**src/design/sfb_pkg.sv**
```systemverilog
package sfb_pkg;

    // Payload length bits kept from a start word
    localparam int LEN_WIDTH = 16;

    // Longest burst: five header bytes plus three trailer bytes
    localparam int MAX_BURST = 8;
    localparam int CNT_W     = $clog2(MAX_BURST + 1);

    // CRC-16/KERMIT, reflected form
    localparam logic [15:0] CRC_POLY = 16'h8408;
    localparam logic [15:0] CRC_INIT = 16'h0000;

    // Command codes
    localparam logic CMD_START = 1'b0;
    localparam logic CMD_DATA  = 1'b1;

    // Configuration register indexes
    localparam int          CFG_IDX_W = 2;
    localparam logic [1:0]  CFG_SYNC  = 2'd0;
    localparam logic [1:0]  CFG_START = 2'd1;
    localparam logic [1:0]  CFG_END   = 2'd2;

    // Reset values of the framing bytes
    localparam logic [7:0] SYNC_RST  = 8'hFF;
    localparam logic [7:0] START_RST = 8'h02;
    localparam logic [7:0] END_RST   = 8'h03;

    typedef struct packed {
        logic [7:0] sync_byte;
        logic [7:0] start_byte;
        logic [7:0] end_byte;
    } t_cfg;

    // One input word's worth of output bytes, element 0 goes out first
    typedef struct packed {
        logic [MAX_BURST-1:0][7:0] bytes;
        logic [CNT_W-1:0]          count;
        logic                      has_end;
    } t_burst;

endpackage

```
**src/design/sfb_cfg_regs.sv**
```systemverilog
module sfb_cfg_regs (
    input  logic                          i_clk,
    input  logic                          i_rst_n,
    input  logic                          i_cfg_valid,
    input  logic [sfb_pkg::CFG_IDX_W-1:0] i_cfg_index,
    input  logic [7:0]                    i_cfg_data,
    output logic                          o_cfg_ready,
    output sfb_pkg::t_cfg                 o_cfg
);
    import sfb_pkg::*;

    t_cfg r_cfg;

    // Writes are always taken
    assign o_cfg_ready = 1'b1;
    assign o_cfg       = r_cfg;

    // Register file; unknown indexes are ignored
    always_ff @(posedge i_clk) begin
        if (!i_rst_n) begin
            r_cfg.sync_byte  <= SYNC_RST;
            r_cfg.start_byte <= START_RST;
            r_cfg.end_byte   <= END_RST;
        end else if (i_cfg_valid) begin
            unique case (i_cfg_index)
                CFG_SYNC:  r_cfg.sync_byte  <= i_cfg_data;
                CFG_START: r_cfg.start_byte <= i_cfg_data;
                CFG_END:   r_cfg.end_byte   <= i_cfg_data;
                default: ;
            endcase
        end
    end

endmodule

```
**src/design/sfb_framer.sv**
```systemverilog
module sfb_framer (
    input  logic           i_clk,
    input  logic           i_rst_n,
    input  logic           i_accept,
    input  logic           i_cmd,
    input  logic [7:0]     i_msg_code,
    input  logic [15:0]    i_payload_len,
    input  logic [7:0]     i_data_byte,
    input  sfb_pkg::t_cfg  i_cfg,
    output sfb_pkg::t_burst o_burst
);
    import sfb_pkg::*;

    // Byte-wide CRC update, one shift per bit
    function automatic logic [15:0] crc_feed(input logic [15:0] crc, input logic [7:0] b);
        logic [15:0] c;
        c = crc ^ {8'h00, b};
        for (int k = 0; k < 8; k++) begin
            c = c[0] ? ((c >> 1) ^ CRC_POLY) : (c >> 1);
        end
        return c;
    endfunction

    logic [15:0]          r_crc, n_crc;
    logic [LEN_WIDTH-1:0] r_left, n_left;
    logic                 r_open, n_open;

    logic [15:0]          w_len;
    logic [15:0]          w_crc_hdr;
    logic [15:0]          w_crc_dat;
    logic [LEN_WIDTH-1:0] w_left_dec;

    assign w_len      = 16'(i_payload_len[LEN_WIDTH-1:0]);
    assign w_crc_hdr  = crc_feed(crc_feed(crc_feed(CRC_INIT, i_msg_code), w_len[15:8]),
                                 w_len[7:0]);
    assign w_crc_dat  = crc_feed(r_crc, i_data_byte);
    assign w_left_dec = (r_left != '0) ? (r_left - LEN_WIDTH'(1)) : r_left;

    // Burst contents and next frame state for the offered word
    always_comb begin
        o_burst = '0;
        n_crc   = r_crc;
        n_left  = r_left;
        n_open  = r_open;
        if (i_cmd == CMD_START) begin
            o_burst.bytes[0] = i_cfg.sync_byte;
            o_burst.bytes[1] = i_cfg.start_byte;
            o_burst.bytes[2] = i_msg_code;
            o_burst.bytes[3] = w_len[15:8];
            o_burst.bytes[4] = w_len[7:0];
            if (w_len == '0) begin
                // empty payload: trailer right behind the header
                o_burst.bytes[5] = w_crc_hdr[15:8];
                o_burst.bytes[6] = w_crc_hdr[7:0];
                o_burst.bytes[7] = i_cfg.end_byte;
                o_burst.count    = CNT_W'(8);
                o_burst.has_end  = 1'b1;
                n_crc  = CRC_INIT;
                n_left = '0;
                n_open = 1'b0;
            end else begin
                o_burst.count = CNT_W'(5);
                n_crc  = w_crc_hdr;
                n_left = w_len[LEN_WIDTH-1:0];
                n_open = 1'b1;
            end
        end else if (r_open) begin
            o_burst.bytes[0] = i_data_byte;
            if (w_left_dec == '0) begin
                // last payload byte closes the frame
                o_burst.bytes[1] = w_crc_dat[15:8];
                o_burst.bytes[2] = w_crc_dat[7:0];
                o_burst.bytes[3] = i_cfg.end_byte;
                o_burst.count    = CNT_W'(4);
                o_burst.has_end  = 1'b1;
                n_crc  = CRC_INIT;
                n_left = '0;
                n_open = 1'b0;
            end else begin
                o_burst.count = CNT_W'(1);
                n_crc  = w_crc_dat;
                n_left = w_left_dec;
            end
        end
        // data with no open frame: empty burst, word dropped
    end

    // Frame state
    always_ff @(posedge i_clk) begin
        if (!i_rst_n) begin
            r_crc  <= CRC_INIT;
            r_left <= '0;
            r_open <= 1'b0;
        end else if (i_accept) begin
            r_crc  <= n_crc;
            r_left <= n_left;
            r_open <= n_open;
        end
    end

endmodule

```
**src/design/sfb_serializer.sv**
```systemverilog
module sfb_serializer (
    input  logic            i_clk,
    input  logic            i_rst_n,
    input  logic            i_load,
    input  sfb_pkg::t_burst i_burst,
    input  logic            i_out_ready,
    output logic            o_load_ready,
    output logic            o_out_valid,
    output logic [7:0]      o_out_byte,
    output logic            o_run_last,
    output logic            o_frame_end
);
    import sfb_pkg::*;

    logic [MAX_BURST-1:0][7:0] r_bytes;
    logic [CNT_W-1:0]          r_count;
    logic                      r_has_end;
    logic                      w_last;
    logic                      w_pop;

    assign w_last       = (r_count == CNT_W'(1));
    assign w_pop        = o_out_valid && i_out_ready;
    assign o_out_valid  = (r_count != '0);
    assign o_out_byte   = r_bytes[0];
    assign o_run_last   = w_last;
    assign o_frame_end  = r_has_end && w_last;
    // Take a new burst once the current one is empty or leaving now
    assign o_load_ready = (r_count == '0) || (w_last && i_out_ready);

    // Byte count
    always_ff @(posedge i_clk) begin
        if (!i_rst_n) begin
            r_count <= '0;
        end else if (i_load) begin
            r_count <= i_burst.count;
        end else if (w_pop) begin
            r_count <= r_count - CNT_W'(1);
        end
    end

    // Byte shift line
    always_ff @(posedge i_clk) begin
        if (i_load) begin
            r_bytes   <= i_burst.bytes;
            r_has_end <= i_burst.has_end;
        end else if (w_pop) begin
            r_bytes   <= r_bytes >> 8;
        end
    end

endmodule

```
**src/design/sync_stx_frame_builder_crc16.sv**
```systemverilog
// Channel  Handshake                  Word
// -------  -------------------------  ------------------------------------------
// in       i_in_valid / o_in_ready    i_cmd, i_msg_code, i_payload_len, i_data_byte
// out      o_out_valid / i_out_ready  o_out_byte, o_run_last, o_frame_end
// cfg      i_cfg_valid / o_cfg_ready  i_cfg_index, i_cfg_data
//
// An input word is framed combinationally into a burst of 0 to 8 bytes loaded
// into a shift line; the burst then leaves one byte per cycle while i_out_ready
// is high. A new input word is taken while the last byte of the previous burst
// leaves, so payload words run at one per cycle when the output does not stall;
// a start word yields 5 bytes (8 for an empty payload), the closing payload word 4.
// Reset (synchronous, active low) closes any frame and empties the output.
module sync_stx_frame_builder_crc16 (
    input  logic                          i_clk,
    input  logic                          i_rst_n,
    input  logic                          i_in_valid,
    output logic                          o_in_ready,
    input  logic                          i_cmd,
    input  logic [7:0]                    i_msg_code,
    input  logic [15:0]                   i_payload_len,
    input  logic [7:0]                    i_data_byte,
    output logic                          o_out_valid,
    input  logic                          i_out_ready,
    output logic [7:0]                    o_out_byte,
    output logic                          o_run_last,
    output logic                          o_frame_end,
    input  logic                          i_cfg_valid,
    output logic                          o_cfg_ready,
    input  logic [sfb_pkg::CFG_IDX_W-1:0] i_cfg_index,
    input  logic [7:0]                    i_cfg_data
);
    import sfb_pkg::*;

    t_cfg   w_cfg;
    t_burst w_burst;
    logic   w_accept;

    assign w_accept = i_in_valid && o_in_ready;

    sfb_cfg_regs u_cfg (
        .i_clk       (i_clk),
        .i_rst_n     (i_rst_n),
        .i_cfg_valid (i_cfg_valid),
        .i_cfg_index (i_cfg_index),
        .i_cfg_data  (i_cfg_data),
        .o_cfg_ready (o_cfg_ready),
        .o_cfg       (w_cfg)
    );

    sfb_framer u_framer (
        .i_clk         (i_clk),
        .i_rst_n       (i_rst_n),
        .i_accept      (w_accept),
        .i_cmd         (i_cmd),
        .i_msg_code    (i_msg_code),
        .i_payload_len (i_payload_len),
        .i_data_byte   (i_data_byte),
        .i_cfg         (w_cfg),
        .o_burst       (w_burst)
    );

    sfb_serializer u_ser (
        .i_clk        (i_clk),
        .i_rst_n      (i_rst_n),
        .i_load       (w_accept),
        .i_burst      (w_burst),
        .i_out_ready  (i_out_ready),
        .o_load_ready (o_in_ready),
        .o_out_valid  (o_out_valid),
        .o_out_byte   (o_out_byte),
        .o_run_last   (o_run_last),
        .o_frame_end  (o_frame_end)
    );

    // End byte is always the last byte of its burst
    a_end_is_last: assert property (@(posedge i_clk) disable iff (!i_rst_n)
        (o_out_valid && o_frame_end) |-> o_run_last)
        else $error("frame end byte not last of burst");

    // A start word always yields a header of several bytes, led by the sync byte
    a_start_header: assert property (@(posedge i_clk) disable iff (!i_rst_n)
        (w_accept && (i_cmd == CMD_START)) |=>
            (o_out_valid && !o_run_last && !o_frame_end
             && (o_out_byte == $past(w_cfg.sync_byte))))
        else $error("start word did not open a header burst");

    // A burst keeps going until its last byte leaves
    a_burst_continues: assert property (@(posedge i_clk) disable iff (!i_rst_n)
        (o_out_valid && i_out_ready && !o_run_last) |=> o_out_valid)
        else $error("burst ended early");

endmodule
```
**config.mk**
```make
export PLATFORM = sky130hd
export DESIGN_NAME = sync_stx_frame_builder_crc16
export DESIGN_NICKNAME = d
export VERILOG_FILES = /design/src/design/sfb_pkg.sv /design/src/design/sfb_cfg_regs.sv /design/src/design/sfb_framer.sv /design/src/design/sfb_serializer.sv /design/src/design/sync_stx_frame_builder_crc16.sv
export SDC_FILE = /design/constraint.sdc
export NUM_CORES = 1
export LEC_CHECK = 0
export BUFFER_PORTS_ARGS = -buffer_cell sky130_fd_sc_hd__buf_2
export CORE_MARGIN = 2
export CORE_UTILIZATION = 65
export DETAILED_ROUTE_END_ITERATION = 16
export HOLD_SLACK_MARGIN = 0.03
export PLACE_DENSITY = 0.86
export SLEW_MARGIN = 0
export SYNTH_ARGS = -nofsm -noshare
export SYNTH_HDL_FRONTEND = slang
export SYNTH_SLANG_ARGS = --single-unit
```
**constraint.sdc**
```tcl
create_clock -name i_clk -period 8.4 [get_ports i_clk]
set_input_delay 0.42 -clock i_clk [delete_from_list [all_inputs] [get_ports i_clk]]
set_output_delay 0.42 -clock i_clk [all_outputs]
set_load 0.02 [all_outputs]
```
==> Word-level counts from Yosys, hierarchy flattened <==
Index checks and enable logic that the tools add are counted.
{ "word_totals": {"register_bits": 126, "inputBits": 48, "word_cells": 131} }
{ "classes": {"addsub": 2, "n_eq_ne": 4, "mux": 58, "bitwise": 35, "reduce_logical": 16} }
{ "op_table": {"columns": ["op", "n"], "rows": [
  ["16-bit two-way mux", 41],
  ["64-bit two-way mux", 2],
  ["2-bit NOT with 3-bit output", 31],
  ["37-bit two-way mux", 2],
  ["24-bit two-way mux", 2],
  ["16-bit by 8-bit XOR with 16-bit output", 3],
  ["16-bit logical NOT", 2],
  ["32-bit two-way mux", 1],
  ["16-bit nonzero test", 1],
  ["16-bit by 1-bit subtractor with 16-bit output, second input constant", 1],
  ["4-bit two-way mux", 3],
  ["2-bit AND reduction", 4],
  ["1-bit two-way mux", 6],
  ["4-bit by 1-bit equality test with 1-bit output, second input constant", 1],
  ["1-bit logical AND", 4],
  ["4-bit logical NOT", 1],
  ["4-bit nonzero test", 1],
  ["4-bit by 1-bit subtractor with 4-bit output, second input constant", 1],
  ["3-bit two-way mux", 1],
  ["1-bit NOT with 3-bit output", 1],
  ["2-bit by 1-bit equality test with 1-bit output, second input constant", 1],
  ["2-bit equality test, second input constant", 1],
  ["2-bit logical NOT", 1],
  ["2-bit by 1-bit inequality test with 1-bit output, second input constant", 1],
  ["2 further kinds", 2]
]} }

==> Longest topological paths before layout <==
Gate-level depths: netlist of the first run.
{ "logic_depth": {"ltp_word": 53, "depth_mapped": 12} }

==> Hierarchy <==
Synthesis of the first run repeated with hierarchy kept, for this count alone.
{ "unflattened": {"cells_unflattened": 739, "hier_area_um2": 7571.0} }
{ "by_module_without_submodules": {"columns": ["module", "instances", "cells_per_inst", "area_per_inst_um2"], "rows": [
  ["sfb_framer", 1, 457, 3544.6],
  ["sfb_serializer", 1, 184, 3029.2],
  ["sfb_cfg_regs", 1, 97, 991.0],
  ["sync_stx_frame_builder_crc16", 1, 1, 6.3]
]} }

==> Worst setup path after synthesis of the first run <==
Ideal clock, no wire load.
{ "synth_path": {"path_type": "reg2reg", "from": "reg u_ser.r_count[0]", "to": "reg u_ser.r_count[2]", "setup_ns": 0.060, "arrival_time_ns": 2.878, "path_slack_ns": 5.462, "stages_incl_launch_ff": 9, "path_buffers": 0, "synth_period_minus_slack_ns": 2.938, "path_cell_list": "dfxtp_1 > inv_1 > ha_1 > nand2_1 > mux2i_1 > inv_1 > o21ai_0 > nand2b_1 > o2111a_1"} }
{ "synth_between": {"word_cells_on_any_way": 11} }
{ "synth_rtl": {"columns": ["element", "line", "source"], "rows": [
  ["from (decl)", "sfb_serializer.sv:16", "logic [CNT_W-1:0] r_count;"],
  ["from (signal assigned)", "sfb_serializer.sv:35", "r_count <= i_burst.count;"],
  ["from (signal assigned)", "sfb_serializer.sv:37", "r_count <= r_count - CNT_W'(1);"],
  ["4-bit nonzero test", "sfb_serializer.sv:23", "assign o_out_valid = (r_count != '0);"],
  ["via o_out_valid", "sync_stx_frame_builder_crc16.sv:22", "output logic o_out_valid,"],
  ["1-bit logical AND", "sfb_serializer.sv:22", "assign w_pop = o_out_valid && i_out_ready;"],
  ["2-bit nonzero test (no line)", null, null]
]} }
The timed path passes the listed nets, and every way through them passes these cells. The select of a mux whose other input is x is not followed.
A chain may end at the register's enable or synchronous reset.

==> Final worst setup path of the first run <==
{ "layout_path": {"from": "reg u_framer.r_left[0]", "to": "reg u_ser.r_bytes[24] in the netlist's numbering, data pin"} }
{ "layout_between": {"elab_chain_len": 7, "word_cells_on_any_way": 8} }
{ "layout_rtl": {"columns": ["element", "line", "source"], "rows": [
  ["from (decl)", "sfb_framer.sv:25", "logic [LEN_WIDTH-1:0] r_left, n_left;"],
  ["from (signal assigned)", "sfb_framer.sv:96", "r_left <= n_left;"],
  ["16-bit by 1-bit subtractor with 16-bit output or 16-bit nonzero test (tied branches)", "sfb_framer.sv:37", "assign w_left_dec = (r_left != '0) ? (r_left - LEN_WIDTH'(1)) : r_left;"],
  ["16-bit two-way mux *", "sfb_framer.sv:37", null],
  ["16-bit logical NOT *", "sfb_framer.sv:69", "if (w_left_dec == '0) begin"],
  ["24-bit two-way mux *", "sfb_framer.sv:69", null],
  ["37-bit two-way mux *", "sfb_framer.sv:67", "end else if (r_open) begin"],
  ["37-bit two-way mux *", "sfb_framer.sv:45", "if (i_cmd == CMD_START) begin"],
  ["64-bit two-way mux *", "sfb_serializer.sv:43", "if (i_load) begin"],
  ["to (signal assigned)", "sfb_serializer.sv:44", "r_bytes <= i_burst.bytes;"],
  ["to (signal assigned)", "sfb_serializer.sv:47", "r_bytes <= r_bytes >> 8;"],
  ["to (decl)", "sfb_serializer.sv:15", "logic [MAX_BURST-1:0][7:0] r_bytes;"]
]} }
Mark *: on every way between the ends. The rest lies on a longest branch, timed or not.

==> results of run 1 <==
==> tightest hold or removal path, cell delays in order <==
cell and delay, ps:
buf_2 120, nand2_1 60, nand3_1 70
==> path summary, 6_finish.rpt <==
check | startpoint | to | depth (start not counted)
worst max register to register | u_framer.r_left[0] | u_ser.r_bytes[24] | 9
worst min-delay path | i_cfg_data[6] | u_cfg.o_cfg[22] | 3
worst max-delay path | u_framer.r_left[0] | u_ser.r_bytes[24] | 9
worst min register to register | u_cfg.o_cfg[19] | u_cfg.o_cfg[19] | 2
==> metal layers <==
metal | up-vias | share of wire
met5 | - | 0
met4 | 0 | 0.042
met3 | 75 | 0.11
met2 | 430 | 0.48
met1 | 2933 | 0.37
li1 | 2825 | -
==> through the flow <==
| step | power, mW | instance area, um2 | hold slack (ps) | std cells | utilization |
|---|---|---|---|---|---|
| floorplan | 2.09 | 7140 | 441 | 780 | - |
| global placement | 2.38 | 7380 | 461 | 925 | 0.684 |
| detailed placement | 2.42 | 7380 | 465 | 925 | 0.684 |
| CTS | 3.21 | 7990 | 137 | 956 | 0.740 |
| global route | 3.40 | 7990 | 151 | 956 | 0.740 |
| finish | 3.25 | 7990 | 151 | 956 | 0.740 |
==> flip-flops by register name (all words and copies together) (netlist names) <==
signal / cells
u_cfg.o_cfg: 24
u_framer.r_crc: 16
u_framer.r_left: 16
u_framer.r_open: 1
u_ser.o_out_byte: 8
u_ser.r_bytes: 56
u_ser.r_count: 4
u_ser.r_has_end: 1
==> power groups by stage <==
stage	sequential, mW	combinational [mW]	clock, mW
3_3_place_gp	1.03	1.35	0
4_1_cts	1.04	1.40	0.769
2_1_floorplan	1.01	1.08	0
6_report	1.04	1.43	0.770
5_1_grt	1.06	1.54	0.794
3_5_place_dp	1.04	1.38	0
==> kinds of logic (layout without fill, tap and decap cells) <==
group           Yosys count  count (layout)
simple gates            276             276
compound gates          199             199
flops                   126             126
xor+xnor                 84              84
buf+inv                  69             105
mux                      22              22
fa+ha+maj                 3               3
other cells               1               1
==> cells in the mapped netlist (all sizes together), types with 2 or more instances <==
cell and instances:
nor2b 3, nor3 10, nor2 76, and2 3, a21oi 44, inv 8
nand3b 3, o211ai 16, nor4 7, or3 5, a21o 4, o21a 5
clkbuf 45, nand4 5, dfxtp 61, o31ai 3, a31oi 2, nand2b 4
a22oi 2, nand2 121, nor3b 3, o41ai 2, nand3 18, xor2 24
and3 10, nand4b 2, a211oi 3, a31o 23, mux2i 20, xnor2 54
o21ai 74, buf 15, a221oi 10, xnor3 6, or4 2, mux2 2
edfxtp 65, ha 3, or2 2
==> final cells by class <==
cell class / instances / area [um2] / area share
flip-flops and latches: 126 / 3170 / 0.397
multi-input cells: 585 / 3660 / 0.458
clock inverters: 13 / 189 / 0.0237
clock buffers: 18 / 418 / 0.0523
repair buffers: 65 / 340 / 0.0426
inverters: 9 / 33.8 / 0.00423
well taps: 140 / 175 / 0.0219
==> flow_metrics.env, run 1 <==
export IMPL_reg2reg_setup_slack_ps=4630
export IMPL_dieArea_mm2=0.0118
export IMPL_cts_max_path_buffers=2
export IMPL_fin_skew_ps=5.32
export IMPL_hold_buffers=0
export IMPL_layout_commonest_cell="nand2_1"
export IMPL_finalWirelength_mm=20.4
export IMPL_mostFrequentLayoutCells="119 x nand2_1, 76 x nor2_1, 66 x o21ai_0"
export IMPL_fin_crit_ps=3770
export IMPL_antenna_left=0
export IMPL_num_vias=6263
export IMPL_clockPowerShare=0.237
export IMPL_fmax_ghz=0.265
export IMPL_syn_avg_cell_area_um2=9.16
export IMPL_cts_setup_buffers=0
export IMPL_core_area_mm2=0.0108
export IMPL_cts_tree="done"
export IMPL_power_switching_mw=1.34
export IMPL_start_util=0.662
export IMPL_outcome="finished clean"
export IMPL_drive_above_1_share=0.138
export IMPL_hpwl_mm=13.6
export IMPL_hold_class="input pin to register"
export IMPL_row_count=38
export IMPL_viasPerCell=6.55
export IMPL_powerDensity_mw_per_mm2=406
export IMPL_arrival_ps=4180
export IMPL_cts_root_buf="clkbuf_8"
export IMPL_maxSlewHeadroom=0.220
export IMPL_critPathCaptureType="register"
export IMPL_critPathBufInv=1
export IMPL_firstDrtPassIters=6
export IMPL_cp_start_kind="register"
export IMPL_synth_mux_area_frac=0.0312
export IMPL_n_fill_cell=773
export IMPL_critPathMaxFanout=26
export IMPL_setup_tns_final_ps=0
export IMPL_tightest_slew_ps=1170
export IMPL_synth_compound_area_frac=0.179
export IMPL_p_leak_nw=3.23
export IMPL_drv_slew=0
export IMPL_clkTransAtPathRegs_ps=60
export IMPL_drt_initial_drc_count=952
export IMPL_pwr_share_seq=0.321
export IMPL_yosys_area_top_type_share=0.273
export IMPL_setup_viol=0
export IMPL_synthAdderAreaFrac=0.00525
export IMPL_fin_ws_ps=4630
export IMPL_cp_slowest_cell="nor3_4"
export IMPL_period_share=0.449
export IMPL_intPower_mw=1.91
export IMPL_cts_resized=0
export IMPL_cts_htree_levels=4
export IMPL_numCtsBuffers=17
export IMPL_worstSetupPathType="register to register"
export IMPL_synth_cell_types=66
export IMPL_async_reset_ff_frac=0
export IMPL_nNetsFinal=855
export IMPL_maxCapViolations=0
export IMPL_use_met3=0.0783
export IMPL_grt_max_degree=89
export IMPL_drc=0
export IMPL_synthXorXnorAreaFrac=0.115
export IMPL_synth_top_family_by_area="simple AND/OR/NAND/NOR gates"
export IMPL_grt_use_met1=0.449
export IMPL_p_sw_frac=0.411
export IMPL_crit_chain="inv_1 > ha_1 > nor3b_1 > nand2_2 > or3_1 > a221oi_2 > nand4_4 > nor3_4 > a31o_1"
export IMPL_groute_usage_overall=0.360
export IMPL_critical_path_required_ps=8810
export IMPL_synthTopCellsByArea="edfxtp_1 27%, dfxtp_1 17%, xnor2_1 6.6%, nand2_1 6.3%, o21ai_0 4.6%"
export IMPL_syn_inst=780
export IMPL_slowest_delay_ps=890
export IMPL_synth_simple_area_share=0.181
export IMPL_antenna_cells=0
export IMPL_peakVddDrop_mv=0.348
export IMPL_synthFlopType="edfxtp_1"
export IMPL_place_ws_ps=4740
export IMPL_chipWidth_um=109
export IMPL_synth_net_count=831
export IMPL_clock_sinks=126
export IMPL_grt_overflow_total=0
export IMPL_ys_warn_count=0
export IMPL_clk_latency_ps=550
export IMPL_globalRoute_busiestLayer="met2"
export IMPL_hold_viol_final=0
export IMPL_ios=61
export IMPL_syn_area_mm2=0.00714
export IMPL_antenna_found_initial=0
export IMPL_met2_usage=0.597
export IMPL_synth_ff_latch_count=126
export IMPL_synth_edf_count=65
export IMPL_path_delay_family="simple AND/OR/NAND/NOR gates"
export IMPL_rsz0062_at_grt="no"
export IMPL_grt_pass1_wl_mm=31.4
export IMPL_grt_pass1_vias=5942
export IMPL_synth_area_leader_cell="edfxtp_1"
export IMPL_gp_congestion=0.954
export IMPL_io_buffers=59
export IMPL_area_growth_pct=11.8
export IMPL_die_y_um=109
export IMPL_power_frac_comb=0.442
export IMPL_ys_seq_area_frac=0.444
export IMPL_wire_per_inst_um=21.3
(Power assumes the default switching activity.)
==> run 2, diff against run 1 <==
--- a/config.mk
+++ b/config.mk
@@ -7,10 +7,10 @@
 export LEC_CHECK = 0
 export BUFFER_PORTS_ARGS = -buffer_cell sky130_fd_sc_hd__buf_2
 export CORE_MARGIN = 2
-export CORE_UTILIZATION = 65
+export CORE_UTILIZATION = 55
 export DETAILED_ROUTE_END_ITERATION = 16
 export HOLD_SLACK_MARGIN = 0.03
-export PLACE_DENSITY = 0.86
+export PLACE_DENSITY = 0.77
 export SLEW_MARGIN = 0
 export SYNTH_ARGS = -nofsm -noshare
 export SYNTH_HDL_FRONTEND = slang
==> constraint.sdc (replaced) <==
create_clock -name i_clk -period 3.1 [get_ports i_clk]
set_input_delay 0.155 -clock i_clk [delete_from_list [all_inputs] [get_ports i_clk]]
set_output_delay 0.155 -clock i_clk [all_outputs]
set_load 0.02 [all_outputs]
==> run 2 against run 1 <==
Critical path depth increased by 1. Clock skew increased by 3.2 ps. Count of clock-buffer cells in the layout increased by 1. Flip-flop and latch count unchanged. Wire length increased by 1.5%. Critical endpoint is now u_ser.r_bytes[31]. Largest power group unchanged. Highest routed layer unchanged.
==> flow_metrics.env, run 2 (same netlist as run 1, synthesis figures left out) <==
export IMPL_viasPerCell=6.17
export IMPL_power_frac_comb=0.457
export IMPL_finalWirelength_mm=20.7
export IMPL_min_delay_path_depth=3
export IMPL_critPathCaptureType="register"
export IMPL_hold_ws_ps=49.9
export IMPL_critPathMaxFanout=26
export IMPL_outcome="finished clean"
export IMPL_post_route_util=0.643
export IMPL_design_area_mm2=0.00815
export IMPL_hold_buffers=6
export IMPL_powerDensity_mw_per_mm2=1070
export IMPL_reg2reg_setup_slack_ps=330
export IMPL_timing_rr_end="u_ser.r_bytes[31]"
export IMPL_area_growth_pct=14.0
export IMPL_groute_usage_overall=0.305
export IMPL_setup_tns_final_ps=0
export IMPL_clockPowerShare=0.220
export IMPL_clock_sinks=126
export IMPL_dieArea_mm2=0.0139
export IMPL_clk_latency_ps=430
export IMPL_setup_viol=0
export IMPL_fin_crit_ps=2770
export IMPL_p_sw_frac=0.417
export IMPL_cts_htree_levels=4
export IMPL_maxSlewHeadroom=0.183
export IMPL_place_inst=968
export IMPL_die_y_um=118
export IMPL_row_count=41
export IMPL_antenna_left=0
export IMPL_numCtsBuffers=17
export IMPL_core_area_mm2=0.0127
export IMPL_tightest_slew_ps=1220
export IMPL_min_to="u_cfg.o_cfg[20]"
export IMPL_grt_overflow_total=0
export IMPL_grt_pass1_vias=6007
export IMPL_wire_per_inst_um=20.6
export IMPL_largest_reg_flops=56
export IMPL_hold_viol_final=0
export IMPL_gp_congestion=0.958
export IMPL_critical_path_required_ps=3390
export IMPL_maxCapViolations=0
export IMPL_top_register="u_ser.r_bytes"
export IMPL_cts_resized=0
export IMPL_startpoint="u_framer.r_left[0]"
export IMPL_worstSetupPathType="register to register"
export IMPL_worstRegToRegCells=10
export IMPL_fin_skew_ps=8.49
export IMPL_cts_max_path_buffers=2
export IMPL_cts_setup_buffers=0
export IMPL_grt_pass1_wl_mm=32.7
export IMPL_timing_rr_start="u_framer.r_left[0]"
export IMPL_pwr_share_seq=0.323
export IMPL_cts_root_buf="clkbuf_16"
export IMPL_cts_tree="done"
export IMPL_hpwl_mm=14.7
export IMPL_start_util=0.564
export IMPL_peakVddDrop_mv=0.530
export IMPL_layout_commonest_cell="nand2_1"
export IMPL_fmax_ghz=0.361
export IMPL_firstDrtPassIters=6
export IMPL_intPower_mw=5.09
export IMPL_dpl_instance_area_mm2=0.00753
export IMPL_rsz0062_at_grt="no"
export IMPL_antenna_found_initial=1
export IMPL_drc=0
export IMPL_drt_initial_drc_count=705
export IMPL_grt_max_degree=57
export IMPL_cp_start_kind="register"
export IMPL_power_switching_mw=3.64
export IMPL_n_fill_cell=1061
export IMPL_drive_above_1_share=0.147
export IMPL_period_share=0.894
export IMPL_clkTransAtPathRegs_ps=60
export IMPL_p_leak_nw=3.28
export IMPL_drv_slew=0
export IMPL_antenna_cells=0
export IMPL_min_from="i_cfg_data[4]"
export IMPL_ios=61
export IMPL_final_cell_count_no_fill=1006
export IMPL_io_buffers=59
export IMPL_arrival_ps=3060
export IMPL_nNetsFinal=872
export IMPL_mostFrequentLayoutCells="119 x nand2_1, 76 x nor2_1, 66 x o21ai_0"
export IMPL_chipWidth_um=118
export IMPL_num_vias=6208
export IMPL_hold_class="input pin to register"
run 2: through the flow:
| step | power [mW] | setup WS, ps |
|---|---|---|
| detailed placement | 6.74 | 343 |
| global route | 9.19 | 119 |
| global placement | 6.63 | 374 |
| floorplan | 5.66 | 162 |
| finish | 8.73 | 328 |
| CTS | 8.67 | 325 |
run 2: how the worst max path moves through the flow:
stage,endpoint,cells past startpoint,slack (ps)
2_1_floorplan,u_ser.r_count[2],8,160
3_5_place_dp,u_ser.r_bytes[21],10,340
3_3_place_gp,u_ser.r_count[0],10,370
6_report,u_ser.r_bytes[31],10,330
5_1_grt,u_ser.r_bytes[31],10,120
4_1_cts,u_ser.r_bytes[31],10,330
run 2: worst max-delay path, cell delays in order, from the launching register on:
cell and delay, ps:
dfxtp_1 360, inv_1 100, ha_1 160, nor3b_1 360, nand2_2 180, or3_1 420
a221oi_2 360, nand4_4 150, nor3_4 170, buf_12 190, a31o_1 160
run 2: layout make-up:
cell class	count	area, um2	share of cell area
multi-input cells	585	3660	0.449
well taps	172	215	0.0264
flip-flops and latches	126	3170	0.390
inverters	9	33.8	0.00415
repair buffers	82	508	0.0624
clock buffers	19	443	0.0544
clock inverters	13	115	0.0141
run 2: routing by layer:
layer,track usage,vias up,share of wire
li1,-,2859,-
met1,0.388,2968,0.40
met2,0.492,324,0.47
met3,0.0572,57,0.084
met4,0.160,0,0.041
met5,0,-,0
run 2: power by group through the flow:
stage	registers [mW]	clock network, mW	logic, mW
2_1_floorplan	2.75	0	2.92
3_3_place_gp	2.81	0	3.82
6_report	2.82	1.92	3.99
5_1_grt	2.87	1.99	4.33
3_5_place_dp	2.83	0	3.91
4_1_cts	2.81	1.92	3.94
==> run 3, diff against run 2 <==
==> constraint.sdc (replaced) <==
create_clock -name i_clk -period 2.34 [get_ports i_clk]
set_input_delay 0.117 -clock i_clk [delete_from_list [all_inputs] [get_ports i_clk]]
set_output_delay 0.117 -clock i_clk [all_outputs]
set_load 0.02 [all_outputs]
==> run 3 against run 2 <==
Global-route usage rose by 1.4 points. Critical path type unchanged. Die area stayed put. Largest power group unchanged. Maximum frequency rose by 9.7%. Total power is 49% higher. Critical path depth is 2 higher. Combinational power is 70% higher. The flow now finishes with violations (setup timing). Clock skew increased by 0.54 ps.
==> flow_metrics.env, run 3 (same netlist as run 1, synthesis figures left out) <==
export IMPL_design_area_mm2=0.00896
export IMPL_hold_viol_final=0
export IMPL_timing_rr_start="u_framer.r_left[5]"
export IMPL_drt_initial_drc_count=736
export IMPL_violations="setup timing"
export IMPL_wire_per_inst_um=20.3
export IMPL_drc=0
export IMPL_n_fill_cell=962
export IMPL_regArea_mm2=0.00318
export IMPL_reg2reg_setup_slack_ps=-190
export IMPL_num_vias=6569
export IMPL_startpoint="u_framer.r_left[5]"
export IMPL_maxSlewHeadroom=0.476
export IMPL_hpwl_mm=14.7
export IMPL_setup_tns_final_ps=-5120
export IMPL_clock_sinks=126
export IMPL_fin_crit_ps=2530
export IMPL_top_register="u_ser.r_bytes"
export IMPL_chipWidth_um=118
export IMPL_critPathMaxFanout=7
export IMPL_multi_input_area_mm2=0.00386
export IMPL_viasPerCell=6.14
export IMPL_period_share=1.08
export IMPL_layout_commonest_cell="nand2_1"
export IMPL_cts_htree_levels=4
export IMPL_maxCapViolations=0
export IMPL_clk_latency_ps=430
export IMPL_cp_start_kind="register"
export IMPL_cts_tree="done"
export IMPL_ios=61
export IMPL_nNetsFinal=935
export IMPL_critical_path_required_ps=2630
export IMPL_cts_root_buf="clkbuf_16"
export IMPL_fmax_ghz=0.396
export IMPL_cts_max_path_buffers=2
export IMPL_groute_usage_overall=0.319
export IMPL_io_buffers=59
export IMPL_dpl_instance_area_mm2=0.00801
export IMPL_fin_ws_ps=-186
export IMPL_drv_slew=0
export IMPL_critPathCaptureType="register"
export IMPL_grt_pass1_vias=6451
export IMPL_outcome="complete, but fails checks"
export IMPL_area_growth_pct=25.4
export IMPL_gp_congestion=0.907
export IMPL_rsz0062_at_grt="yes"
export IMPL_endpoint="u_ser.r_bytes[31]"
export IMPL_core_area_mm2=0.0127
export IMPL_antenna_left=0
export IMPL_firstDrtPassIters=5
export IMPL_drive_above_1_share=0.240
export IMPL_largest_reg_flops=56
export IMPL_numCtsBuffers=17
export IMPL_powerDensity_mw_per_mm2=1450
export IMPL_grt_max_degree=65
export IMPL_arrival_ps=2820
export IMPL_min_delay_path_depth=3
export IMPL_place_ws_ps=-171
export IMPL_die_y_um=118
export IMPL_antenna_found_initial=0
export IMPL_grt_pass1_wl_mm=34.5
export IMPL_worstRegToRegCells=12
export IMPL_hold_class="input pin to register"
export IMPL_antenna_cells=0
export IMPL_fin_skew_ps=9.03
export IMPL_p_leak_nw=3.70
export IMPL_worstSetupPathType="register to register"
export IMPL_start_util=0.564
export IMPL_grt_overflow_total=0
export IMPL_finalWirelength_mm=21.7
export IMPL_clkTransAtPathRegs_ps=60
export IMPL_peakVddDrop_mv=0.823
export IMPL_setup_viol=42
export IMPL_mostFrequentLayoutCells="117 x nand2_1, 75 x nor2_1, 66 x buf_4"
export IMPL_tightest_slew_ps=785
export IMPL_dieArea_mm2=0.0139
export IMPL_timing_rr_end="u_ser.r_bytes[31]"
export IMPL_row_count=41
## run 3: cell types whose count changed in the layout (fill, tap and decap cells not counted), sizes merged
cell,change
inv,-3
buf,+60
clkinvlp,-2
clkinv,+2
dlygate4sd3,+2
clkbuf,+4
## run 3: critical path, cell delays in order, from the launching register on
cell and delay [ps]:
dfxtp_4 360, nor4_4 280, buf_4 180, buf_6 100, buf_4 110, nand4b_1 140, mux2i_1 260, and2_4 200
nand4_4 110, nor3_4 190, buf_12 170, buf_12 130, a31o_1 140
## run 3: area by class of cell
cell class | instances | share of cell area
tap | 172 | 0.0240
sequential | 126 | 0.355
multi-input combinational | 585 | 0.431
inverter | 9 | 0.00447
clock inverter | 10 | 0.00991
clock buffer | 22 | 0.0531
timing repair buffer | 145 | 0.122
## run 3: worst min-delay path by stage
stage,from,to
floorplan,i_cfg_data[5],u_cfg.o_cfg[21]
global placement,i_cfg_data[1],u_cfg.o_cfg[9]
detailed placement,i_cfg_data[1],u_cfg.o_cfg[9]
CTS,i_data_byte[7],u_ser.o_out_byte[7]
global route,i_data_byte[7],u_ser.o_out_byte[7]
finish,i_data_byte[0],u_ser.o_out_byte[0]
## run 3: repair_timing
action                                 CTS  global route
gates resized for setup                 27            10
hold buffers                             8             0
setup buffers                            9             1
gates cloned                             2             1
endpoints found under the hold margin   23             0
pin swaps                               15            10
setup endpoints to repair               44            45
## run 3: per-stage QoR
step	std cells	util	power, mW	hold slack [ps]
after detailed placement	1018	0.632	9.66	387
after global placement	1018	0.632	9.49	386
after floorplan	780	-	7.64	241
after CTS	1069	0.703	12.8	52.9
final	1069	0.707	13.0	55.5
after global routing	1069	0.707	13.7	76.3
## run 3: where the power goes
group	switching (mW)	total, mW	leakage, nW	internal (mW)
clock	0.985	2.53	0.275	1.54
sequential	0.346	3.70	1.15	3.35
combinational	3.85	6.80	2.27	2.95
total	5.18	13.0	3.70	7.85
## run 3: routing by layer
metal / GRT usage / vias up / routed length, um
met2: 0.532 / 355 / 10700
met5: 0 / - / 0
met4: 0.156 / 0 / 799
met1: 0.396 / 3157 / 8370
met3: 0.0620 / 74 / 1880
li1: - / 2983 / -
